File: src/rtl/kmat_pkg.sv
// ----------------------------------------------------------------------------
// kmat_pkg
// Shared constants and types of the keyed mixed alphabet table.
// ----------------------------------------------------------------------------
package kmat_pkg;

  // Default alphabet size
  localparam int unsigned ALPHABET_SIZE_DEF = 26;

  // Input item kinds
  localparam logic [1:0] KIND_KEY    = 2'd0;
  localparam logic [1:0] KIND_ROTATE = 2'd1;
  localparam logic [1:0] KIND_FWD    = 2'd2;
  localparam logic [1:0] KIND_INV    = 2'd3;

  // Answer kinds
  localparam logic ANSWER_FWD = 1'b0;
  localparam logic ANSWER_INV = 1'b1;

  // Sequencer states
  typedef enum logic [5:0] {
    ST_IDLE = 6'b000001,
    ST_FILL = 6'b000010,
    ST_MOD  = 6'b000100,
    ST_FWD  = 6'b001000,
    ST_SCAN = 6'b010000,
    ST_OUT  = 6'b100000
  } state_e;

endpackage

File: src/rtl/keyed_mixed_alphabet_table.sv
// ----------------------------------------------------------------------------
// keyed_mixed_alphabet_table
// Builds a keyword mixed alphabet in a table memory and answers forward and
// inverse lookups through a rotation offset.
// ----------------------------------------------------------------------------
// A key letter inside the alphabet is written straight into the table memory
// while a slot is free. The last key letter then fills the remaining slots,
// walking the letters in ascending order one per cycle. Rotate and forward
// lookups pass a remainder unit; a forward lookup then reads the table and
// hands the letter it finds to the output register. An inverse lookup reads
// the memory once per slot in rotated order and stops at the first match.
// The table memory has one write and one read port with a registered read;
// it is undefined after reset and needs no clearing pass. The next item is
// taken while a finished answer still waits on the output; an answer that
// finds the output still occupied waits in place and holds off the input
// until it moves on.
module keyed_mixed_alphabet_table #(
  parameter int unsigned ALPHABET_SIZE = kmat_pkg::ALPHABET_SIZE_DEF
) (
  input  logic               clk_i,
  input  logic               rst_ni,
  input  logic               in_valid_i,
  output logic               in_ready_o,
  input  logic [1:0]         kind_i,
  input  logic [4:0]         key_letter_i,
  input  logic               key_last_i,
  input  logic signed [15:0] shift_amount_i,
  input  logic [4:0]         slot_index_i,
  input  logic [4:0]         query_letter_i,
  output logic               out_valid_o,
  input  logic               out_ready_i,
  output logic [4:0]         letter_out_o,
  output logic [4:0]         position_out_o,
  output logic               letter_found_o,
  output logic               answer_kind_o
);

  localparam int unsigned IW      = $clog2(ALPHABET_SIZE);
  localparam int unsigned RotBias =
    ALPHABET_SIZE * ((32768 + ALPHABET_SIZE - 1) / ALPHABET_SIZE);
  localparam int unsigned TW      = $clog2(32767 + RotBias + ALPHABET_SIZE);
  localparam logic [IW-1:0] LastIdx = IW'(ALPHABET_SIZE - 1);

  // Table memory
  logic [IW-1:0] mem_q [ALPHABET_SIZE];
  logic          wr_en;
  logic [IW-1:0] wr_addr;
  logic [IW-1:0] wr_data;
  logic          rd_en;
  logic [IW-1:0] rd_addr;
  logic [IW-1:0] rd_data_q;

  // Control state
  kmat_pkg::state_e state_q, state_d;
  logic [ALPHABET_SIZE-1:0] used_q, used_d;
  logic [IW:0]   key_count_q, key_count_d;
  logic [IW-1:0] offset_q, offset_d;
  logic          loading_q, loading_d;
  logic [IW:0]   fill_letter_q, fill_letter_d;
  logic          mod_fwd_q, mod_fwd_d;
  logic [IW-1:0] scan_addr_q, scan_addr_d;
  logic [IW:0]   scan_cnt_q, scan_cnt_d;
  logic [IW-1:0] cmp_pos_q, cmp_pos_d;
  logic          cmp_vld_q, cmp_vld_d;
  logic [4:0]    query_q, query_d;

  // Pending answer and output register
  logic [4:0] res_letter_q, res_letter_d;
  logic [4:0] res_pos_q, res_pos_d;
  logic       res_found_q, res_found_d;
  logic       res_kind_q, res_kind_d;
  logic       out_valid_q, out_valid_d;
  logic       out_load;

  // Remainder unit
  logic          mod_start;
  logic [TW-1:0] mod_value;
  logic          mod_done;
  logic [IW-1:0] mod_rem;

  // Scratch for the key and scan paths
  logic                     in_accept;
  logic [IW:0]              eff_count;
  logic [ALPHABET_SIZE-1:0] eff_used;
  logic                     key_store;
  logic                     scan_hit;

  assign in_ready_o = (state_q == kmat_pkg::ST_IDLE);
  assign in_accept  = in_valid_i && in_ready_o;

  kmat_mod_unit #(
    .ALPHABET_SIZE(ALPHABET_SIZE),
    .IW           (IW),
    .TW           (TW)
  ) u_mod (
    .clk_i  (clk_i),
    .rst_ni (rst_ni),
    .start_i(mod_start),
    .value_i(mod_value),
    .done_o (mod_done),
    .rem_o  (mod_rem)
  );

  // Sequence items through the table
  always_comb begin
    state_d       = state_q;
    used_d        = used_q;
    key_count_d   = key_count_q;
    offset_d      = offset_q;
    loading_d     = loading_q;
    fill_letter_d = fill_letter_q;
    mod_fwd_d     = mod_fwd_q;
    scan_addr_d   = scan_addr_q;
    scan_cnt_d    = scan_cnt_q;
    cmp_pos_d     = cmp_pos_q;
    cmp_vld_d     = 1'b0;
    query_d       = query_q;
    res_letter_d  = res_letter_q;
    res_pos_d     = res_pos_q;
    res_found_d   = res_found_q;
    res_kind_d    = res_kind_q;
    out_load      = 1'b0;
    wr_en         = 1'b0;
    wr_addr       = '0;
    wr_data       = '0;
    rd_en         = 1'b0;
    rd_addr       = '0;
    mod_start     = 1'b0;
    mod_value     = '0;
    eff_count     = loading_q ? key_count_q : '0;
    eff_used      = loading_q ? used_q : '0;
    key_store     = (32'(key_letter_i) < ALPHABET_SIZE) &&
                    (32'(eff_count) < ALPHABET_SIZE);
    scan_hit      = cmp_vld_q && (32'(rd_data_q) == 32'(query_q));

    unique case (state_q)
      kmat_pkg::ST_IDLE: begin
        if (in_accept) begin
          case (kind_i)
            kmat_pkg::KIND_KEY: begin
              // Start a new key when not loading, then store the letter if it is inside the alphabet and a slot is free
              if (!loading_q) begin
                offset_d = '0;
              end
              loading_d   = 1'b1;
              used_d      = eff_used;
              key_count_d = eff_count;
              if (key_store) begin
                wr_en       = 1'b1;
                wr_addr     = eff_count[IW-1:0];
                wr_data     = IW'(key_letter_i);
                used_d      = eff_used | (ALPHABET_SIZE'(1) << key_letter_i);
                key_count_d = eff_count + (IW+1)'(1);
              end
              if (key_last_i) begin
                fill_letter_d = '0;
                state_d       = kmat_pkg::ST_FILL;
              end
            end
            kmat_pkg::KIND_ROTATE: begin
              mod_start = 1'b1;
              mod_value = TW'(int'(shift_amount_i) + int'(RotBias) + int'(offset_q));
              mod_fwd_d = 1'b0;
              state_d   = kmat_pkg::ST_MOD;
            end
            kmat_pkg::KIND_FWD: begin
              mod_start = 1'b1;
              mod_value = TW'(int'(slot_index_i) + int'(offset_q));
              mod_fwd_d = 1'b1;
              state_d   = kmat_pkg::ST_MOD;
            end
            default: begin
              scan_addr_d = offset_q;
              scan_cnt_d  = '0;
              query_d     = query_letter_i;
              state_d     = kmat_pkg::ST_SCAN;
            end
          endcase
        end
      end

      kmat_pkg::ST_FILL: begin
        // Advance one letter a cycle and place it if the key left it unused
        if ((32'(key_count_q) < ALPHABET_SIZE) && (32'(fill_letter_q) < ALPHABET_SIZE)) begin
          if (!used_q[fill_letter_q[IW-1:0]]) begin
            wr_en       = 1'b1;
            wr_addr     = key_count_q[IW-1:0];
            wr_data     = fill_letter_q[IW-1:0];
            used_d      = used_q | (ALPHABET_SIZE'(1) << fill_letter_q);
            key_count_d = key_count_q + (IW+1)'(1);
          end
          fill_letter_d = fill_letter_q + (IW+1)'(1);
        end else begin
          loading_d = 1'b0;
          state_d   = kmat_pkg::ST_IDLE;
        end
      end

      kmat_pkg::ST_MOD: begin
        // Take the reduced offset or index
        if (mod_done) begin
          if (mod_fwd_q) begin
            rd_en   = 1'b1;
            rd_addr = mod_rem;
            state_d = kmat_pkg::ST_FWD;
          end else begin
            offset_d = mod_rem;
            state_d  = kmat_pkg::ST_IDLE;
          end
        end
      end

      kmat_pkg::ST_FWD: begin
        res_letter_d = 5'(rd_data_q);
        res_pos_d    = '0;
        res_found_d  = 1'b0;
        res_kind_d   = kmat_pkg::ANSWER_FWD;
        state_d      = kmat_pkg::ST_OUT;
      end

      kmat_pkg::ST_SCAN: begin
        // Compare the entry in flight and finish on a match or after the last slot, else issue the next rotated read
        res_letter_d = '0;
        res_kind_d   = kmat_pkg::ANSWER_INV;
        if (scan_hit) begin
          res_pos_d   = 5'(cmp_pos_q);
          res_found_d = 1'b1;
          state_d     = kmat_pkg::ST_OUT;
        end else if (cmp_vld_q && (cmp_pos_q == LastIdx)) begin
          res_pos_d   = '0;
          res_found_d = 1'b0;
          state_d     = kmat_pkg::ST_OUT;
        end else if (32'(scan_cnt_q) < ALPHABET_SIZE) begin
          rd_en       = 1'b1;
          rd_addr     = scan_addr_q;
          cmp_pos_d   = scan_cnt_q[IW-1:0];
          cmp_vld_d   = 1'b1;
          scan_addr_d = (scan_addr_q == LastIdx) ? '0 : scan_addr_q + IW'(1);
          scan_cnt_d  = scan_cnt_q + (IW+1)'(1);
        end
      end

      kmat_pkg::ST_OUT: begin
        // Hand the answer to the output register once it is free
        if (!out_valid_q || out_ready_i) begin
          out_load = 1'b1;
          state_d  = kmat_pkg::ST_IDLE;
        end
      end

      default: begin
        state_d = kmat_pkg::ST_IDLE;
      end
    endcase
  end

  // Hold the output item until taken
  always_comb begin
    out_valid_d = out_valid_q;
    if (out_ready_i) begin
      out_valid_d = 1'b0;
    end
    if (out_load) begin
      out_valid_d = 1'b1;
    end
  end

  always_ff @(posedge clk_i or negedge rst_ni) begin
    if (!rst_ni) begin
      state_q       <= kmat_pkg::ST_IDLE;
      used_q        <= '0;
      key_count_q   <= '0;
      offset_q      <= '0;
      loading_q     <= 1'b0;
      fill_letter_q <= '0;
      mod_fwd_q     <= 1'b0;
      scan_addr_q   <= '0;
      scan_cnt_q    <= '0;
      cmp_vld_q     <= 1'b0;
      out_valid_q   <= 1'b0;
    end else begin
      state_q       <= state_d;
      used_q        <= used_d;
      key_count_q   <= key_count_d;
      offset_q      <= offset_d;
      loading_q     <= loading_d;
      fill_letter_q <= fill_letter_d;
      mod_fwd_q     <= mod_fwd_d;
      scan_addr_q   <= scan_addr_d;
      scan_cnt_q    <= scan_cnt_d;
      cmp_vld_q     <= cmp_vld_d;
      out_valid_q   <= out_valid_d;
    end
  end

  // Payload registers
  always_ff @(posedge clk_i) begin
    cmp_pos_q    <= cmp_pos_d;
    query_q      <= query_d;
    res_letter_q <= res_letter_d;
    res_pos_q    <= res_pos_d;
    res_found_q  <= res_found_d;
    res_kind_q   <= res_kind_d;
    if (out_load) begin
      letter_out_o   <= res_letter_q;
      position_out_o <= res_pos_q;
      letter_found_o <= res_found_q;
      answer_kind_o  <= res_kind_q;
    end
  end

  // Table memory ports
  always_ff @(posedge clk_i) begin
    if (wr_en) begin
      mem_q[wr_addr] <= wr_data;
    end
    if (rd_en) begin
      rd_data_q <= mem_q[rd_addr];
    end
  end

  assign out_valid_o = out_valid_q;

  // Checks
  a_key_count_bound : assert property (@(posedge clk_i) disable iff (!rst_ni)
    32'(key_count_q) <= ALPHABET_SIZE)
    else $error("key count beyond alphabet size");

  a_offset_bound : assert property (@(posedge clk_i) disable iff (!rst_ni)
    32'(offset_q) < ALPHABET_SIZE)
    else $error("rotation offset out of range");

  a_write_no_read : assert property (@(posedge clk_i) disable iff (!rst_ni)
    wr_en |-> (!rd_en && ((state_q == kmat_pkg::ST_IDLE) ||
                          (state_q == kmat_pkg::ST_FILL))))
    else $error("table write outside key load or fill");

  a_mod_done_in_mod : assert property (@(posedge clk_i) disable iff (!rst_ni)
    mod_done |-> (state_q == kmat_pkg::ST_MOD))
    else $error("remainder finished outside its wait state");

endmodule

File: src/rtl/kmat_mod_unit.sv
// ----------------------------------------------------------------------------
// kmat_mod_unit
// Remainder unit: reduces an unsigned word modulo the alphabet size by
// reciprocal multiplication, registering word, product and remainder.
// ----------------------------------------------------------------------------
module kmat_mod_unit #(
  parameter int unsigned ALPHABET_SIZE = kmat_pkg::ALPHABET_SIZE_DEF,
  parameter int unsigned IW            = $clog2(ALPHABET_SIZE),
  parameter int unsigned TW            = 17
) (
  input  logic          clk_i,
  input  logic          rst_ni,
  input  logic          start_i,
  input  logic [TW-1:0] value_i,
  output logic          done_o,
  output logic [IW-1:0] rem_o
);

  // Scaled reciprocal, exact for every TW-bit word
  localparam int unsigned K  = TW + IW;
  localparam int unsigned RW = TW + 1;
  localparam int unsigned PW = TW + RW;
  localparam logic [63:0] RecipWide =
    ((64'd1 << K) + 64'(ALPHABET_SIZE) - 64'd1) / 64'(ALPHABET_SIZE);
  localparam logic [RW-1:0] Recip   = RW'(RecipWide);
  localparam logic [TW-1:0] Modulus = TW'(ALPHABET_SIZE);

  logic [TW-1:0] val_q, val_d;
  logic [PW-1:0] prod_q, prod_d;
  logic [IW-1:0] rem_q, rem_d;
  logic [TW-1:0] quo;
  logic [TW-1:0] rem_full;
  logic          load_q;
  logic          prod_vld_q;
  logic          done_q;

  // Hold the word from start until the remainder is taken
  assign val_d = start_i ? value_i : val_q;

  // Estimate the quotient, then subtract its multiple of the modulus
  assign prod_d   = PW'(val_q) * PW'(Recip);
  assign quo      = TW'(prod_q[PW-1:K]);
  assign rem_full = val_q - quo * Modulus;
  assign rem_d    = rem_full[IW-1:0];

  // Track the word through the load, product and remainder registers
  always_ff @(posedge clk_i or negedge rst_ni) begin
    if (!rst_ni) begin
      load_q     <= 1'b0;
      prod_vld_q <= 1'b0;
      done_q     <= 1'b0;
    end else begin
      load_q     <= start_i;
      prod_vld_q <= load_q;
      done_q     <= prod_vld_q;
    end
  end

  always_ff @(posedge clk_i) begin
    val_q  <= val_d;
    prod_q <= prod_d;
    rem_q  <= rem_d;
  end

  assign done_o = done_q;
  assign rem_o  = rem_q;

endmodule

File: config.mk
export PLATFORM = sky130hd
export DESIGN_NAME = keyed_mixed_alphabet_table
export DESIGN_NICKNAME = d
export VERILOG_FILES = /design/src/rtl/kmat_pkg.sv /design/src/rtl/keyed_mixed_alphabet_table.sv /design/src/rtl/kmat_mod_unit.sv
export SDC_FILE = /design/constraint.sdc
export NUM_CORES = 1
export LEC_CHECK = 0
export BUFFER_PORTS_ARGS = -buffer_cell sky130_fd_sc_hd__clkbuf_2
export CAP_MARGIN = 20
export CORE_MARGIN = 3
export CORE_UTILIZATION = 45
export CTS_CLUSTER_DIAMETER = 200
export CTS_CLUSTER_SIZE = 8
export DETAILED_ROUTE_END_ITERATION = 8
export SYNTH_ARGS = -nofsm -noshare
export SYNTH_HDL_FRONTEND = slang
export SYNTH_SLANG_ARGS = --single-unit
File: constraint.sdc
create_clock -name clk_i -period 6.9 [get_ports clk_i]
set_input_delay 1.035 -clock clk_i [delete_from_list [all_inputs] [get_ports clk_i]]
set_output_delay 1.035 -clock clk_i [all_outputs]
set_load 0.02 [all_outputs]
Word level (Yosys, flattened, before mapping)

Memories as Yosys holds them, arrays and structs flattened. A register that Yosys moved wholly into a read port is not among the register bits.
Cells that the tools add are included.

Muxes and demuxes: 104
Equal/unequal tests: 27
Shift operators: 2
Reductions and logical operators: 27
Bitwise logic cells: 5
Magnitude comparators: 6
Multiply operators: 2
$add $sub $neg: 9

Operators with widths:

| kind                   | count |
|---|---|
| $mux 26                | 6 |
| $mux 5                 | 28 |
| $mux 6                 | 22 |
| $pmux 5 s2             | 7 |
| $or 26x26->26          | 2 |
| $pmux 26 s2            | 1 |
| $pmux 6 s2             | 4 |
| $pmux 6 s6             | 1 |
| $pmux 17 s2            | 1 |
| $mul 17x15->32 const B | 1 |
| $mux 1                 | 26 |
| $shl 1x5->26 const A   | 1 |
| $shl 1x6->26 const A   | 1 |
| $add 6x1->6 const B    | 4 |
| $lt 6x5->1 const B     | 4 |
| $ne 2x2->1 const B     | 10 |
| $reduce_and 6->1       | 3 |
| $add 16x17->17 const B | 1 |
| $add 17x6->17          | 1 |
| $mul 13x4->4 const B   | 1 |
| $pmux 1 s2             | 6 |
| $reduce_bool 2->1      | 6 |
| $eq 5x5->1 const B     | 2 |
| $reduce_and 5->1       | 2 |
| 28 further kinds       | 41 |

Memories: 1
Logic and storage cells: 210
Memory bits (writable): 130
Bits in registers: 155
Input bits: 38

Memory list:

| memory | depth | bits a word | read ports | clocked after Yosys merged registers in | wr ports | RTL line                         | text |
|---|---|---|---|---|---|---|---|
| mem_q  | 26    | 5           | 1          | 1                                       | 1        | keyed_mixed_alphabet_table.sv:45 | `logic [IW-1:0] mem_q [ALPHABET_SIZE];` |

Longest topological paths before layout

Depth in word-level cells: 9
Depth in mapped cells: 19

By module

Synthesis repeated with hierarchy kept, for this count alone.

Cells, all modules: 1404
Area total of the unflattened synthesis: 15680.0 um^2

Modules (own cells, without submodules):

| module                     | area an instance (um^2) | seq. area each (um^2) | cells each | times used |
|---|---|---|---|---|
| keyed_mixed_alphabet_table | 11395.9                 | 6677.7                | 1004       | 1 |
| kmat_mod_unit              | 4284.1                  | 765.7                 | 400        | 1 |

Least setup slack after synthesis

OpenSTA, ideal clock, no wires.

Path kind: register -> register
Start point: reg u_mod.val_q[3]
End point: reg u_mod.prod_q[25]
Period minus slack after synthesis: 5.159 ns
Path slack: 1.741 ns
Path buffers: 0
Setup time: 0.078 ns
Arrival: 5.081 ns
Stages on the path, launching flop included: 17
Path through: edfxtp_1 > fa_1 > inv_1 > fa_1 > fa_1 > inv_1 > fa_1 > fa_1 > inv_1 > fa_1 > inv_1 > ha_1 > or4_1 > a221oi_1 > o31ai_1 > and4_1 > nor3_1

Cells in the longest elaborated chain, start to end: 1

RTL lines:

| item                   | RTL line            | text |
|---|---|---|
| from (decl)            | kmat_mod_unit.sv:28 | `logic [TW-1:0] val_q, val_d;` |
| from (signal assigned) | kmat_mod_unit.sv:60 | `val_q <= val_d;` |
| $mul 17x15->32         | kmat_mod_unit.sv:41 | `assign prod_d = PW'(val_q) * PW'(Recip);` |
| via u_mod.prod_d[25]   | kmat_mod_unit.sv:29 | `logic [PW-1:0] prod_q, prod_d;` |
| to (signal assigned)   | kmat_mod_unit.sv:61 | `prod_q <= prod_d;` |
| to (decl)              | kmat_mod_unit.sv:29 |  |

The timed path passes the listed nets, and every way through them passes these cells.
A chain may end at the register's enable or synchronous reset.

Worst setup path in the final report

Start point: reg u_mod.val_q[4]
End point: reg u_mod.prod_q[25]

The elaborated chain is that of the path after synthesis.

==> summary.md <==
| Metric | Value |
|---|---|
| Dpl ws | `roughly 1.5 ns` |
| Top Ports | `between 50 and 60` |
| Layout Skew | `0.01599 ns` |
| Yosys top cell area share | `35.89%` |
| DIE HEIGHT | `192.0 um` |
| Unrepaired setup endpoints after global routing | `no` |
| Die span in x | `192.0 um` |
| Cell taking the most area after synthesis | `edfxtp_1` |
| TritonCTS clock tree | `yes` |
| Final hold vios | `0` |
| Final setup TNS | `0 ns` |
| Clock latency on the worst-skew pair | `0.53 ns` |
| PostCTS Resize Cnt | `0` |
| # diodes | `0` |
| Fmax | `0.1839 GHz` |
| Commonest cells after routing, fill and taps aside | `186 x edfxtp_1, 136 x inv_1, 125 x ha_1` |
| Root buf cell | `clkbuf_16` |
| CTS hold repair buffers | `0` |
| Mapped Avg Cell Area | `11.59 um2` |
| Gr usage total | `21.20%` |
| Largest net degree at the start of global routing | `68` |
| Worst setup startpoint | `u_mod.val_q[4]$_SDFFCE_PN0P_` |
| Rel. slew slack | `between 10% and 20%` |
| Min Tclk post-route | `about 5.4 ns` |
| Clock Sinks | `262` |
| Placed Cells | `1802` |
| DR top layer | `met5` |
| CP Max Fanout | `9` |
| Cells after Synth | `roughly 1300` |
| Die area | `roughly 0.037 mm2` |
| CTS max path bufs | `3` |
| Max-cap violations | `0` |
| Asr flop ratio synth | `between 20 and 30%` |
| DRC Markers | `0` |
| Total grt overflow | `0` |
| First-pass GRT wire length | `60820 um` |
| Least-Margin Pin Slew | `~1.2 ns` |
| P_leak | `7.199 nW` |
| Worst VDD drop | `about 0.39 mV` |
| Final number of setup-violating endpoints | `0` |
| Pwr Density | `approximately 430 mW/mm2` |
| Hold crit path type | `flop to flop` |
| M1 WL | `about 18000 um` |
| Fin. max-slew vios | `0` |
| Sw frac | `just under 40%` |
| Logic pwr share | `47.1%` |
| Syn Nets | `1570` |
| Mapped cell area | `0.01556 mm2` |
| 1st-iter DRT viols | `about 730` |
| Remaining antenna violation count | `0` |
| Gpl congestion | `just over 0.9` |
| Final worst slack | `1.463 ns` |
| Vias per cell | `5.633` |
| Pre-antenna DRT Iters | `5` |
| Clock power share | `a little under a quarter` |
| Area Overhead vs Synth | `11.15%` |
| Routed wire length | `between 30000 and 40000 um` |
| CTS H-Tree Depth | `2` |
| Sw Pwr | `2.892 mW` |
| Crit Path Class | `flop to flop` |
| Final #Nets | `around 1600` |
| # Post-CTS Setup Buffers | `0` |
| Final period util | `78.80%` |
| Total Power | `7.381 mW` |
| Cell Int Power | `roughly 4.5 mW` |
| Placeable Area | `0.03378 mm2` |
| Initial antenna violation count | `1` |
| HPWL Detailed | `27490 um` |
| Synth Register Bits | `262` |
| Vias after detailed routing | `10510` |
| DR WL/cell | `20.12 um` |
| Commonest non-fill, non-tap cell in the layout | `edfxtp_1` |
| Post-synthesis sequential area ratio | `47.83%` |
| Crit end category | `flop` |
| Crit path launch type | `flop` |
| DP Area | `0.01618 mm2` |
| Hold_ws | `roughly 0.36 ns` |
| CP arrival | `5.85 ns` |
| Met2 WL | `16620 um` |
| Metal3 WL | `2187 um` |
| Initial Util | `46.07%` |
| Post-synth top flop | `edfxtp_1` |
| Hold path startpoint | `u_mod.load_q$_DFF_PN0_` |
| Port Buffer Count | `51` |
| Required time worst endpoint | `about 7.3 ns` |
| Post-route cell area | `about 0.017 mm2` |
| Finished Layout Cells | `1866` |
| Num CTS Buffers | `38` |
| Layout Utilization | `~50%` |
| Part of the power in registers | `between 20% and 30%` |
| Ranking of synthesized cells by area | `edfxtp_1 36%, dfrtp_1 11%, ha_1 10%` |
| Clk pin slew, worst setup/hold paths | `0.06 ns` |
| Reg-to-reg startpoint | `u_mod.val_q[4]$_SDFFCE_PN0P_` |
| Count of different cell masters after synthesis | `92` |
| Share of layout cells above drive strength 1 | `9.944%` |
| Post-synth EDFFs | `186` |
| Status | `finished clean` |
| YS warnings | `0` |
| Number of global-route vias before repair | `10650` |
| Rows | `67` |
| R2R Setup Slk | `around 1.5 ns` |
==> kinds of logic after synthesis <==
kind of cell	share of synthesized area, %
compound gates	11.38
xor+xnor	2.364
fa+ha+maj	18.28
buf+inv	5.105
flops	47.83
mux	5.000
simple gates	10.05
==> Yosys cell counts (4+ instances only) <==
library cell  count
edfxtp_1        186
fa_1             64
o21ai_0          73
a22oi_1          21
dfxtp_1           9
inv_1           136
a22o_1            5
ha_1            125
o31ai_1           4
a21o_1            7
mux4_2           10
or3_1             8
nor2_1           84
nor4_1            6
xor2_1           13
buf_4             5
o22ai_1          11
a221oi_1          4
mux2i_1          53
nor3_1           13
nand3_1          25
nor2b_1          11
nand4_1           7
a211oi_1          9
inv_2             4
a31oi_1          13
dfrtp_1          66
nand2b_1          6
nand3b_1          5
o21ai_1           4
buf_6             5
a21oi_1          77
a32oi_1           5
and2_1           16
nand2_1         103
clkbuf_1         24
xnor2_1          29
buf_2             6
and3_1           15
==> cell type report <==
| type | count | area (um2) |
|---|---|---|
| clock buffer | 59 | 1061 |
| clock inverter | 2 | 28.78 |
| fill | 3001 | 16480 |
| inverter | 142 | 534.3 |
| multi-input combinational | 894 | 7342 |
| sequential | 262 | 7443 |
| tap | 448 | 560.5 |
| timing repair buffer | 59 | 329.1 |
==> final timing paths <==
kind | to | cells after the start
worst max-delay path | u_mod.prod_q[25]$_DFF_P_ | 16
worst min-delay path | u_mod.prod_vld_q$_DFF_PN0_ | 0
worst max register to register | u_mod.prod_q[25]$_DFF_P_ | 16
worst min register to register | u_mod.prod_vld_q$_DFF_PN0_ | 0
max in group asynchronous | scan_cnt_q[2]$_DFFE_PN0P_ | 1
min in group asynchronous | used_q[9]$_DFFE_PN0P_ | 1
==> power by group through the flow <==
stage,combinational (mW),clock (mW),sequential (mW)
CTS,3.50,1.76,2.18
global placement,3.37,0,2.20
floorplan,2.67,0,2.08
global route,4.08,1.83,2.21
detailed placement,3.45,0,2.21
finish,3.47,1.73,2.18
==> routing by layer <==
layer	vias to the layer above	global-route usage (%)
met5	-	0
met4	2	5.940
met3	77	3.377
met2	342	32.17
met1	5160	31.62
li1	4930	-
==> flip-flops by register name (all words and copies together), names as in the netlist, 4 cells and up <==
name / cells
cmp_pos_q: 5
fill_letter_q: 6
key_count_q: 6
letter_out_o: 5
mem_q: 130
offset_q: 5
position_out_o: 5
query_q: 5
rd_data_q: 5
res_letter_q: 5
res_pos_q: 5
scan_addr_q: 5
scan_cnt_q: 6
state_q: 6
u_mod.prod_q: 4
u_mod.rem_o: 5
u_mod.val_q: 17
used_q: 26
==> worst max-delay path, cell delays in order, from the launching register on <==
cell and delay (ns):
edfxtp_1 0.61, fa_1 0.47, inv_1 0.07, fa_1 0.42, fa_1 0.49, inv_1 0.05, fa_1 0.50, fa_1 0.54
inv_1 0.05, fa_1 0.53, inv_1 0.06, ha_1 0.20, or4_1 0.49, a221oi_1 0.28, o31ai_1 0.19, nor4_1 0.27
nor3_1 0.08
(Power assumes the default switching activity.)
